**config.mk**
```make
export PLATFORM = sky130hd
export DESIGN_NAME = owvm_cordic_cell
export DESIGN_NICKNAME = d
export VERILOG_FILES = /design/src/rtl/core/owvm_pkg.sv /design/src/rtl/core/owvm_cordic_cell.sv
export SDC_FILE = /design/constraint.sdc
export NUM_CORES = 1
export LEC_CHECK = 0
export BUFFER_PORTS_ARGS = -buffer_cell sky130_fd_sc_hd__buf_2
export CORE_MARGIN = 5
export CORE_UTILIZATION = 55
export CTS_CLUSTER_DIAMETER = 80
export DETAILED_ROUTE_END_ITERATION = 8
export GPL_TIMING_DRIVEN = 0
export HOLD_SLACK_MARGIN = 0.02
export PLACE_DENSITY = 0.87
export SYNTH_ARGS = -nofsm -noshare
export SYNTH_HDL_FRONTEND = slang
export SYNTH_SLANG_ARGS = --single-unit
```
**constraint.sdc**
```tcl
create_clock -name clock -period 3.2 [get_ports clock]
set_input_delay 0.48 -clock clock [delete_from_list [all_inputs] [get_ports clock]]
set_output_delay 0.48 -clock clock [all_outputs]
set_load 0.05 [all_outputs]
```
**src/rtl/core/owvm_pkg.sv**
```systemverilog
// ----------------------------------------------------------------------------
// owvm_pkg
// Shared types, codes and constants of the omni wheel velocity mixer.
// ----------------------------------------------------------------------------
`default_nettype none

package owvm_pkg;

   localparam int CORDIC_STEPS = 16;
   localparam int ROT_W        = 33;   // CORDIC x and y, signed
   localparam int ANG_W        = 32;   // CORDIC residual angle, signed
   localparam int GOAL_W       = 24;
   localparam logic signed [ROT_W-1:0] CORDIC_START = 33'sd652032874;
   localparam logic signed [ROT_W-1:0] UNIT_COS     = 33'sd1073741824;
   localparam logic signed [GOAL_W-1:0] GOAL_MAX    = 24'sh7FFFFF;
   localparam logic signed [GOAL_W-1:0] GOAL_MIN    = 24'sh800000;

   localparam logic [1:0] CMD_CHASSIS  = 2'd0;
   localparam logic [1:0] CMD_TURRET   = 2'd1;
   localparam logic [1:0] CMD_ABSOLUTE = 2'd2;
   localparam logic [1:0] CMD_TICK     = 2'd3;

   localparam logic [2:0] REG_CHASSIS_RADIUS = 3'd0;
   localparam logic [2:0] REG_WHEEL_SCALE    = 3'd1;
   localparam logic [2:0] REG_NORTH_OFFSET   = 3'd2;
   localparam logic [2:0] REG_YAW_OFFSET     = 3'd3;
   localparam logic [2:0] REG_TIMEOUT_TICKS  = 3'd4;
   localparam logic [2:0] REG_REVERSE        = 3'd5;

   typedef enum logic [2:0] {
      S_IDLE,
      S_ROTATE,
      S_PRODUCT,
      S_SUM,
      S_ROUND,
      S_SCALE,
      S_FINISH
   } state_type;

   typedef struct packed {
      logic                    valid;
      logic signed [ROT_W-1:0] x;
      logic signed [ROT_W-1:0] y;
      logic signed [ANG_W-1:0] z;
   } cordic_type;

   function automatic logic signed [ANG_W-1:0] atan_turn(input int step);
      logic signed [ANG_W-1:0] a;
      case (step)
         0:       a = 32'sd536870912;
         1:       a = 32'sd316933406;
         2:       a = 32'sd167458907;
         3:       a = 32'sd85004756;
         4:       a = 32'sd42667331;
         5:       a = 32'sd21354465;
         6:       a = 32'sd10679838;
         7:       a = 32'sd5340245;
         8:       a = 32'sd2670163;
         9:       a = 32'sd1335087;
         10:      a = 32'sd667544;
         11:      a = 32'sd333772;
         12:      a = 32'sd166886;
         13:      a = 32'sd83443;
         14:      a = 32'sd41722;
         15:      a = 32'sd20861;
         default: a = '0;
      endcase
      return a;
   endfunction

endpackage

`default_nettype wire

```
**src/rtl/core/owvm_cordic_cell.sv**
```systemverilog
// ----------------------------------------------------------------------------
// owvm_cordic_cell
// One CORDIC rotation step; hands its vector to the next cell every cycle.
// ----------------------------------------------------------------------------
`default_nettype none

module owvm_cordic_cell #(
   parameter int STEP = 0
) (
   input  wire                  clock,
   input  wire                  reset,
   input  owvm_pkg::cordic_type cell_in,
   output owvm_pkg::cordic_type cell_out
);

   logic                              valid_ff;
   logic signed [owvm_pkg::ROT_W-1:0] x_ff, x_in;
   logic signed [owvm_pkg::ROT_W-1:0] y_ff, y_in;
   logic signed [owvm_pkg::ANG_W-1:0] z_ff, z_in;
   logic signed [owvm_pkg::ROT_W-1:0] dx, dy;

   always_comb begin
      dx = cell_in.y >>> STEP;
      dy = cell_in.x >>> STEP;
      if (!cell_in.z[owvm_pkg::ANG_W-1]) begin
         x_in = cell_in.x - dx;
         y_in = cell_in.y + dy;
         z_in = cell_in.z - owvm_pkg::atan_turn(STEP);
      end else begin
         x_in = cell_in.x + dx;
         y_in = cell_in.y - dy;
         z_in = cell_in.z + owvm_pkg::atan_turn(STEP);
      end
   end

   always_ff @(posedge clock) begin
      if (reset) begin
         valid_ff <= 1'b0;
      end else begin
         valid_ff <= cell_in.valid;
      end
      x_ff <= x_in;
      y_ff <= y_in;
      z_ff <= z_in;
   end

   assign cell_out = '{valid: valid_ff, x: x_ff, y: y_ff, z: z_ff};

endmodule

`default_nettype wire

```
==> impl_metrics.py, run 1 <==
metrics = {
    "pwr": {
        "switching_share_pct": 46.5,
        "p_per_area_nw_per_um2": 532,
        "p_comb_share_pct": 48.2,
        "p_int_mw": 2.65,
        "clkPwrFrac_pct": 21.6,
        "ir_drop_v": 0.000286,
        "p_leak_nw": 4.51,
        "p_switching_mw": 2.30,
        "seqPwrFrac_pct": 30.2,
    },
    "placed_design": {
        "hpwlAfterDp_mm": 20.8,
        "place_area_sq_um": 8960,
        "place_ws_ns": -0.361,
        "placed_cells": 1336,
        "place_congestion": 0.997,
        "io_buffers": 199,
    },
    "setup_path": {
        "worstSetupPathType": "input pin to register",
        "startpoint_type": "input pin",
        "path_max_fanout": 10,
        "crit_buf_inv": 3,
        "path_depth": 13,
        "cp-end-kind": "register",
        "path_cells": "buf_2 -> inv_1 -> ha_1 -> buf_6 -> nor2b_1 -> o31a_1 -> o41ai_1 -> o21bai_1 -> a21bo_1 -> a21oi_1 -> or3b_2 -> o311ai_2 -> xor2_1",
        "cp_slowest_cell": "o41ai_1",
        "worstPathRequired_ns": 3.43,
        "crit_family": "compound AO/OA/AOI/OAI gates",
        "arrival_ns": 3.36,
        "slowest_delay_ns": 0.71,
    },
    "hold_path": {
        "min-delay-start": "cell_in[21]",
        "hold_path_class": "input pin to register",
        "hold_path_end": "z_ff[21]",
        "hold-path-cell-count": 1,
    },
    "cells_and_area": {
        "fin_area_sq_um": 9290,
        "fillers": 1165,
        "drive_gt1_share_pct": 23.5,
        "fin_util_pct": 67.2,
        "finalNonFillerCells": 1352,
        "register_area_sq_um": 1960,
        "multiInputGateArea_sq_um": 5210,
        "fin_nets": 1373,
        "syn_to_final_growth_pct": 20.0,
        "antenna_cells_inserted": 0,
    },
    "run": {
        "cap_violations": 0,
    },
    "synth": {
        "syn_inst": 957,
        "synth_most_common_cell": "a21oi_1",
        "yosysSeqAreaShare_pct": 25.4,
        "synth.top_cell.area_share_pct": 25.4,
        "async_flop_share_pct": 0,
        "synthSimpleGateAreaFrac_pct": 13.2,
        "avgSynthCellArea_sq_um": 8.08,
        "yosysUniqueCellTypes": 77,
        "syn_area_sq_um": 7730,
        "synth_top_cell_by_area": "dfxtp_1",
        "ys_ff_latch": 98,
        "synth_warnings": 0,
        "ys_top_cells_by_count": "106 x a21oi_1, 101 x ha_1, 98 x dfxtp_1",
        "synth-edff-count": 0,
        "netlist_top_cells_area": "dfxtp_1 25%, ha_1 16%, a21oi_1 6.9%, xnor2_1 6.3%, inv_1 4.6%",
        "synth_top_family_by_area": "compound AO/OA/AOI/OAI gates",
        "synth-xor-area-share_pct": 7.13,
        "muxShareOfSynthArea_pct": 2.07,
        "synth_ff_type": "dfxtp_1",
        "synth_nets": 1163,
        "synth_fa_ha_area_share_pct": 17.4,
        "synth_compound_area_share_pct": 27.0,
    },
    "clock_network": {
        "htreeDepth": 3,
        "holdBufCountCts": 0,
        "cts_buffers": 9,
        "cts_tree": "built",
        "clock-sinks": 98,
        "clk_path_buf_depth": 2,
        "clkTransAtPathRegs_ns": 0.07,
        "cts_root_buffer": "clkbuf_16",
    },
    "detailed_routing": {
        "num_vias": 7996,
        "drt_pass1_iterations": 6,
        "wl_mm": 25.9,
        "post_drt_wl_per_cell_um": 19.2,
        "vias_per_cell": 5.91,
        "antenna_left": 0,
        "first_iter_violations": 706,
        "drc_errors": 0,
    },
    "timing": {
        "holdWs_ns": 0.218,
        "final-hold-violation-count": 0,
        "finalMaxSlewViolations": 0,
        "relSlewSlack_pct": 33.1,
        "finalCriticalPeriod_ns": 3.13,
        "max_freq_mhz": 319,
        "post-route-period-util_pct": 97.9,
        "setup_slack_ns": 0.0656,
        "worstMarginPinSlew_ns": 1.00,
        "setup_viol": 0,
    },
    "floorplan": {
        "die_area_sq_um": 16500,
        "die_y_um": 129,
        "dieWidth_um": 129,
        "rows": 43,
        "pin_count": 200,
        "initial_utilization_pct": 55.9,
        "coreArea_sq_um": 13800,
    },
    "global_routing": {
        "grt_use_total_pct": 30.0,
        "grt_pass1_vias": 7650,
        "grt_max_degree": 19,
        "grt_antenna_before_repair": 1,
        "grt_overflow_total": 0,
        "grt_pass1_wl_mm": 39.3,
    },
    "outcome": {
        "status": "complete, no violations",
    },
}
==> final cells by class <==
type	instances	share of cell area [%]
Sequential cell	98	21.1
Clock inverter	6	0.579
Timing Repair Buffer	199	10.7
Multi-Input combinational cell	711	56.2
Buffer	45	2.36
Tap cell	180	2.43
Inverter	103	4.16
Clock buffer	10	2.47
==> registers in the layout (all words and copies together) (netlist names) <==
signal and cells:
z_ff 32, valid_ff 1, y_ff 33, x_ff 32
==> worst max path at each step <==
stage	from	endpoint	slack [ns]
3_5_place_dp	cell_in[32]	y_ff[32]	-0.36
3_3_place_gp	cell_in[32]	y_ff[32]	-0.36
2_1_floorplan	cell_in[32]	y_ff[32]	0.39
4_1_cts	cell_in[36]	y_ff[29]	0.03
6_report	cell_in[34]	y_ff[32]	0.07
5_1_grt	cell_in[32]	y_ff[32]	-0.04
==> logic make-up (layout without fill, tap and decap cells) <==
family | Yosys count | after routing
XOR/XNOR | 63 | 63
AO/OA/AOI/OAI | 316 | 316
adder cells (fa/ha/maj) | 105 | 105
buffers and inverters | 148 | 363
multiplexers | 16 | 16
AND/OR/NAND/NOR | 211 | 211
flip-flops | 98 | 98
==> routing by layer <==
layer  GRT usage, %  routed length, um  up-vias
met5              0                  8        -
met4           12.5               1010        2
met3           7.10               2620       92
met2           50.5              12200      491
met1           36.9              10100     3680
li1               -                  -     3731
==> power groups by stage <==
stage / sequential (mW) / combinational (mW) / clock [mW]
5_1_grt: 1.51 / 2.52 / 1.13
3_5_place_dp: 1.52 / 2.33 / 0
4_1_cts: 1.50 / 2.34 / 1.09
3_3_place_gp: 1.51 / 2.32 / 0
2_1_floorplan: 2.32 / 0.912 / 0
6_report: 1.49 / 2.38 / 1.07
==> layout by cell type, fill, tap and decap left out, types with 6 or more instances in the layout <==
cell       Yosys  layout
buf_2         16     215
a21oi_1      106     106
ha_1         101     101
dfxtp_1       98      98
inv_1         94      94
nor2_1        74      74
xnor2_1       56      56
o21ai_0       52      52
nand2_1       49      49
clkbuf_1      17      18
a21o_1        18      18
o21bai_1      18      18
mux2i_1       16      16
nor2b_1       14      14
o21a_1        13      13
o21ai_1       14      13
nand3_1       13      13
o211ai_1      12      12
nor3_1        10      10
nand4_1        9       9
nand2b_1       9       9
clkbuf_16      0       9
inv_2          8       8
nor4_1         7       7
xor2_1         7       7
buf_1          6       6
a211oi_1       7       6
==> timing repair <==
item | in CTS | in global routing
gates resized for setup | 1 | 6
pin swaps | 0 | 2
buffers inserted | 0 | 0
setup endpoints to repair | 1 | 8
gates cloned | 0 | 0
==> through the flow <==
stage	setup TNS (ns)	total power, mW
2_1_floorplan	0	3.23
3_3_place_gp	-3.23	3.83
3_5_place_dp	-3.21	3.85
4_1_cts	0	4.92
5_1_grt	-0.0435	5.16
6_report	0	4.94
No activity file was read; power rests on OpenSTA's default activity.
==> run 2: changes to the inputs <==
PLACE_DENSITY = unset   (was 0.87)
PLACE_DENSITY_LB_ADDON = 0.1   (was unset)
SETUP_SLACK_MARGIN = 0.2   (was unset)
==> run 2 against run 1 <==
  * Setup slack better by 0.17 ns
  * Final area up 2.4%
  * Maximum frequency up 5.7%
  * First-iteration DRC count down 14%
  * Sequential power about the same
  * Critical path depth down 1
  * Global-route usage down 1.3 points
  * Critical endpoint is now x_ff[28]
  * Power up 1.0%
  * Clock power about the same
  * Combinational power about the same
  * Core utilization up 1.6 points
  * Die area unchanged
==> impl_metrics.py, run 2 (same netlist as run 1, synthesis figures left out) <==
metrics = {
    "cells_and_area": {
        "fin_area_sq_um": 9510,
        "mostFrequentLayoutCell": "buf_2",
        "top_register": "y_ff",
        "drive_gt1_share_pct": 25.6,
        "fin_nets": 1379,
        "antenna_cells_inserted": 0,
        "syn_to_final_growth_pct": 22.9,
        "fillers": 1181,
        "layout_common_cells": "215 x buf_2, 104 x a21oi_1, 99 x ha_1",
        "top_regs": "y_ff: 33 flops, x_ff: 32 flops, z_ff: 32 flops",
        "largest_reg_flops": 33,
    },
    "detailed_routing": {
        "post_drt_wl_per_cell_um": 18.4,
        "drc_errors": 0,
        "drt_pass1_iterations": 7,
        "vias_per_cell": 5.74,
        "num_vias": 7795,
        "antenna_left": 0,
        "wl_mm": 25.1,
        "first_iter_violations": 608,
    },
    "pwr": {
        "ir_drop_v": 0.000305,
        "fin_total_pwr_mw": 4.99,
        "p_leak_nw": 4.58,
        "p_per_area_nw_per_um2": 525,
    },
    "global_routing": {
        "grt_antenna_before_repair": 1,
        "grt_pass1_wl_mm": 37.8,
        "grt_max_degree": 19,
        "grt_pass1_vias": 7350,
        "grt_overflow_total": 0,
        "grt_use_total_pct": 28.7,
    },
    "floorplan": {
        "dieWidth_um": 129,
        "pin_count": 200,
        "initial_utilization_pct": 55.9,
        "die_area_sq_um": 16500,
        "coreArea_sq_um": 13800,
        "die_y_um": 129,
        "rows": 43,
    },
    "setup_path": {
        "slowest_delay_ns": 0.43,
        "path_cells": "buf_2 -> inv_1 -> ha_1 -> nor2_1 -> nand4_1 -> a311oi_4 -> nor3_4 -> o31ai_4 -> a311oi_2 -> o21ai_1 -> a21oi_1 -> xnor2_1",
        "worstSetupPathType": "input pin to register",
        "crit_family": "compound AO/OA/AOI/OAI gates",
        "cp-end-kind": "register",
        "crit_buf_inv": 2,
        "path_max_fanout": 5,
        "startpoint_type": "input pin",
        "worstPathRequired_ns": 3.45,
        "cp_slowest_cell": "a311oi_4",
        "arrival_ns": 3.21,
    },
    "timing": {
        "worstMarginPinSlew_ns": 1.03,
        "finalCriticalPeriod_ns": 2.96,
        "finalMaxSlewViolations": 0,
        "relSlewSlack_pct": 31.6,
        "max_freq_mhz": 337,
        "rsz0062_at_grt": "yes",
        "final-hold-violation-count": 0,
        "setup_viol": 0,
        "post-route-period-util_pct": 92.7,
    },
    "hold_path": {
        "hold_path_class": "input pin to register",
    },
    "clock_network": {
        "cts_root_buffer": "clkbuf_16",
        "clock-sinks": 98,
        "holdBufCountCts": 0,
        "cts_buffers": 9,
        "clkTransAtPathRegs_ns": 0.07,
        "clk_path_buf_depth": 2,
        "cts_tree": "built",
        "htreeDepth": 3,
    },
    "placed_design": {
        "io_buffers": 199,
        "hpwlAfterDp_mm": 20.0,
        "place_area_sq_um": 8960,
        "place_congestion": 0.962,
    },
    "outcome": {
        "status": "complete, no violations",
    },
    "run": {
        "cap_violations": 0,
    },
}
-- run 2: cell count changes in the layout (fill, tap and decap cells not counted), moves of 2 or more --
cell | previous run | this run
clkbuf_2 | 0 | 2
o31ai_2 | 5 | 2
o31ai_4 | 1 | 4
o21ai_2 | 1 | 3
o21ai_1 | 13 | 11
nor2b_1 | 14 | 12
clkbuf_1 | 18 | 16
buf_4 | 4 | 10
a21oi_1 | 106 | 104
ha_1 | 101 | 99
-- run 2: worst paths after layout --
kind | slack (ns) | endpoint | cells past startpoint | from
min | 0.22 | z_ff[21] | 1 | cell_in[21]
max | 0.24 | x_ff[28] | 12 | cell_in[44]
-- run 2: repair_timing --
item                                    in CTS  in global routing
endpoints found under the setup margin      10                 18
pin swaps                                    3                 17
setup buffers                                0                  6
resized for setup                            5                 33
-- run 2: per-stage QoR --
stage	setup slack, ns	instances	setup TNS [ns]	utilization [%]	hold slack [ns]
after floorplan	0.395	957	0	-	0.508
after global placement	-0.494	1336	-3.41	64.8	0.582
after detailed placement	-0.432	1336	-3.24	64.8	0.584
after CTS	0.164	1352	0	67.1	0.216
after global routing	0.168	1358	0	68.7	0.214
final	0.235	1358	0	68.7	0.223
-- run 2: cell type report --
class | instances | area (sq um) | share of cell area [%]
clock inverters | 6 | 55.1 | 0.579
repair buffers | 205 | 1040 | 11.0
flip-flops and latches | 98 | 1960 | 20.6
clock buffers | 10 | 239 | 2.51
multi-input cells | 711 | 5380 | 56.5
inverters | 103 | 387 | 4.07
well taps | 180 | 225 | 2.37
plain buffers | 45 | 221 | 2.33
-- run 2: layer usage --
metal / track usage [%] / wire (um)
met1: 36.9 / 10500
met2: 46.6 / 11000
met3: 5.60 / 2470
met4: 13.4 / 1020
met5: 0 / 13
-- run 2: power by group --
part | internal, mW | total, mW | switching (mW)
sequential | 1.44 | 1.49 | 0.0501
clock | 0.566 | 1.10 | 0.529
combinational | 0.684 | 2.40 | 1.72
==> run 3: changes to the inputs <==
BUFFER_PORTS_ARGS = -buffer_cell sky130_fd_sc_hd__clkbuf_2   (was -buffer_cell sky130_fd_sc_hd__buf_2)
==> run 3 against run 2 <==
  * Non-clock buffer count grew 2
  * Sequential share of layout area fell by 0.12 points
  * Clock-buffer cell count stayed put
  * Critical endpoint is now y_ff[32]
  * Sequential cell count unchanged
  * Setup slack got worse by 0.012 ns
  * Largest power group unchanged
  * Hold slack worse by 0.0010 ns
==> impl_metrics.py, run 3 (same netlist as run 1, synthesis figures left out) <==
metrics = {
    "cells_and_area": {
        "layout_common_cells": "200 x clkbuf_2, 103 x a21oi_1, 99 x ha_1",
        "fin_area_sq_um": 9560,
        "syn_to_final_growth_pct": 23.6,
        "top_register": "y_ff",
        "largest_reg_flops": 33,
        "fillers": 1216,
        "finalNonFillerCells": 1361,
        "fin_nets": 1381,
        "drive_gt1_share_pct": 26.1,
        "mostFrequentLayoutCell": "clkbuf_2",
        "top_regs": "y_ff: 33 flops, x_ff: 32 flops, z_ff: 32 flops",
    },
    "placed_design": {
        "place_area_sq_um": 8960,
        "placed_cells": 1336,
        "place_congestion": 1.01,
        "io_buffers": 199,
        "hpwlAfterDp_mm": 20.2,
    },
    "floorplan": {
        "dieWidth_um": 129,
        "coreArea_sq_um": 13800,
        "die_y_um": 129,
        "pin_count": 200,
        "die_area_sq_um": 16500,
        "rows": 43,
        "initial_utilization_pct": 55.9,
    },
    "detailed_routing": {
        "drt_pass1_iterations": 8,
        "vias_per_cell": 5.84,
        "antenna_left": 0,
        "post_drt_wl_per_cell_um": 18.9,
        "drc_errors": 0,
        "first_iter_violations": 688,
        "num_vias": 7946,
        "wl_mm": 25.7,
    },
    "clock_network": {
        "cts_buffers": 9,
        "clkTransAtPathRegs_ns": 0.07,
        "clk_path_buf_depth": 2,
        "clock-sinks": 98,
        "cts_root_buffer": "clkbuf_16",
        "cts_tree": "built",
        "holdBufCountCts": 0,
        "htreeDepth": 3,
    },
    "timing": {
        "fin_tns_setup_ns": 0,
        "finalMaxSlewViolations": 0,
        "post-route-period-util_pct": 93.0,
        "worstMarginPinSlew_ns": 1.03,
        "relSlewSlack_pct": 31.5,
        "finalCriticalPeriod_ns": 2.98,
        "max_freq_mhz": 336,
        "final-hold-violation-count": 0,
        "rsz0062_at_grt": "yes",
        "setup_viol": 0,
    },
    "setup_path": {
        "worstSetupPathType": "input pin to register",
        "path_max_fanout": 9,
        "arrival_ns": 3.20,
        "worstPathRequired_ns": 3.43,
        "cp-end-kind": "register",
        "startpoint_type": "input pin",
    },
    "global_routing": {
        "use_met1_pct": 37.5,
        "grt_use_total_pct": 29.4,
        "grt_max_degree": 19,
        "grtUsageMet2_pct": 48.5,
        "grt_overflow_total": 0,
        "top_usage_layer": "met2",
        "grt_antenna_before_repair": 1,
        "gr-usage-met3_pct": 5.23,
        "grt_pass1_vias": 7458,
        "grt_pass1_wl_mm": 38.5,
    },
    "run": {
        "cap_violations": 0,
    },
    "pwr": {
        "ir_drop_v": 0.000369,
        "p_leak_nw": 4.64,
        "fin_total_pwr_mw": 5.01,
        "p_per_area_nw_per_um2": 524,
    },
    "hold_path": {
        "hold_path_class": "input pin to register",
    },
    "outcome": {
        "status": "complete, no violations",
    },
}
## run 3: changes by cell type in the layout (fill, tap and decap cells not counted), moves of 2 or more
cell,change
nand2_1,-2
inv_6,-2
o21ai_1,+2
buf_6,+2
clkbuf_4,+2
buf_2,-202
a211oi_2,-2
clkinvlp_4,-2
clkbuf_2,+198
nand2_2,+2
clkinv_4,+4
## run 3: what timing repair did
action,CTS,global route
pin swaps,3,16
cloned,0,0
hold endpoints to repair,0,0
resized for setup,5,44
setup buffers,0,8
setup endpoints to repair,9,18
## run 3: final cells by class
type / instances / area, sq um / area share (%)
clock inverter: 6 / 57.6 / 0.602
sequential: 98 / 1960 / 20.5
timing repair buffer: 207 / 1060 / 11.0
clock buffer: 10 / 239 / 2.50
antenna: 1 / 2.50 / 0.0262
tap: 180 / 225 / 2.36
multi-input combinational: 711 / 5400 / 56.4
inverter: 103 / 387 / 4.04
buffer: 45 / 235 / 2.46
## run 3: power breakdown
part / leakage, nW / internal (mW) / total, mW / switching [mW]
Combinational: 3.67 / 0.684 / 2.42 / 1.74
Sequential: 0.827 / 1.44 / 1.50 / 0.0602
Clock: 0.147 / 0.566 / 1.09 / 0.522
Total: 4.64 / 2.69 / 5.01 / 2.32
## run 3: critical path, stage by stage
cell and delay [ns]:
clkbuf_2 0.11, inv_1 0.05, ha_1 0.27, buf_2 0.19, nor3_4 0.25, nand4_1 0.24, a311oi_4 0.44, nor3_4 0.13
o31ai_4 0.31, a311oi_2 0.20, o21ai_2 0.20, o311ai_2 0.16, xor2_1 0.17
## run 3: path summary, 6_finish.rpt
check / from / endpoint / slack [ns] / depth (start not counted)
max: cell_in[40] / y_ff[32] / 0.22 / 13
min: cell_in[6] / z_ff[6] / 0.22 / 1
## run 3: routing by layer
layer	up-vias	share of wire (%)
met4	0	4.2
li1	3745	-
met3	101	9.7
met5	-	0
met2	431	45
met1	3669	41
## run 3: metrics by stage
stage / hold slack (ns) / util (%) / setup slack [ns]
floorplan: 0.508 / - / 0.395
global placement: 0.582 / 64.8 / -0.422
detailed placement: 0.584 / 64.8 / -0.412
CTS: 0.219 / 67.2 / 0.179
global route: 0.214 / 69.1 / 0.154
finish: 0.222 / 69.1 / 0.224
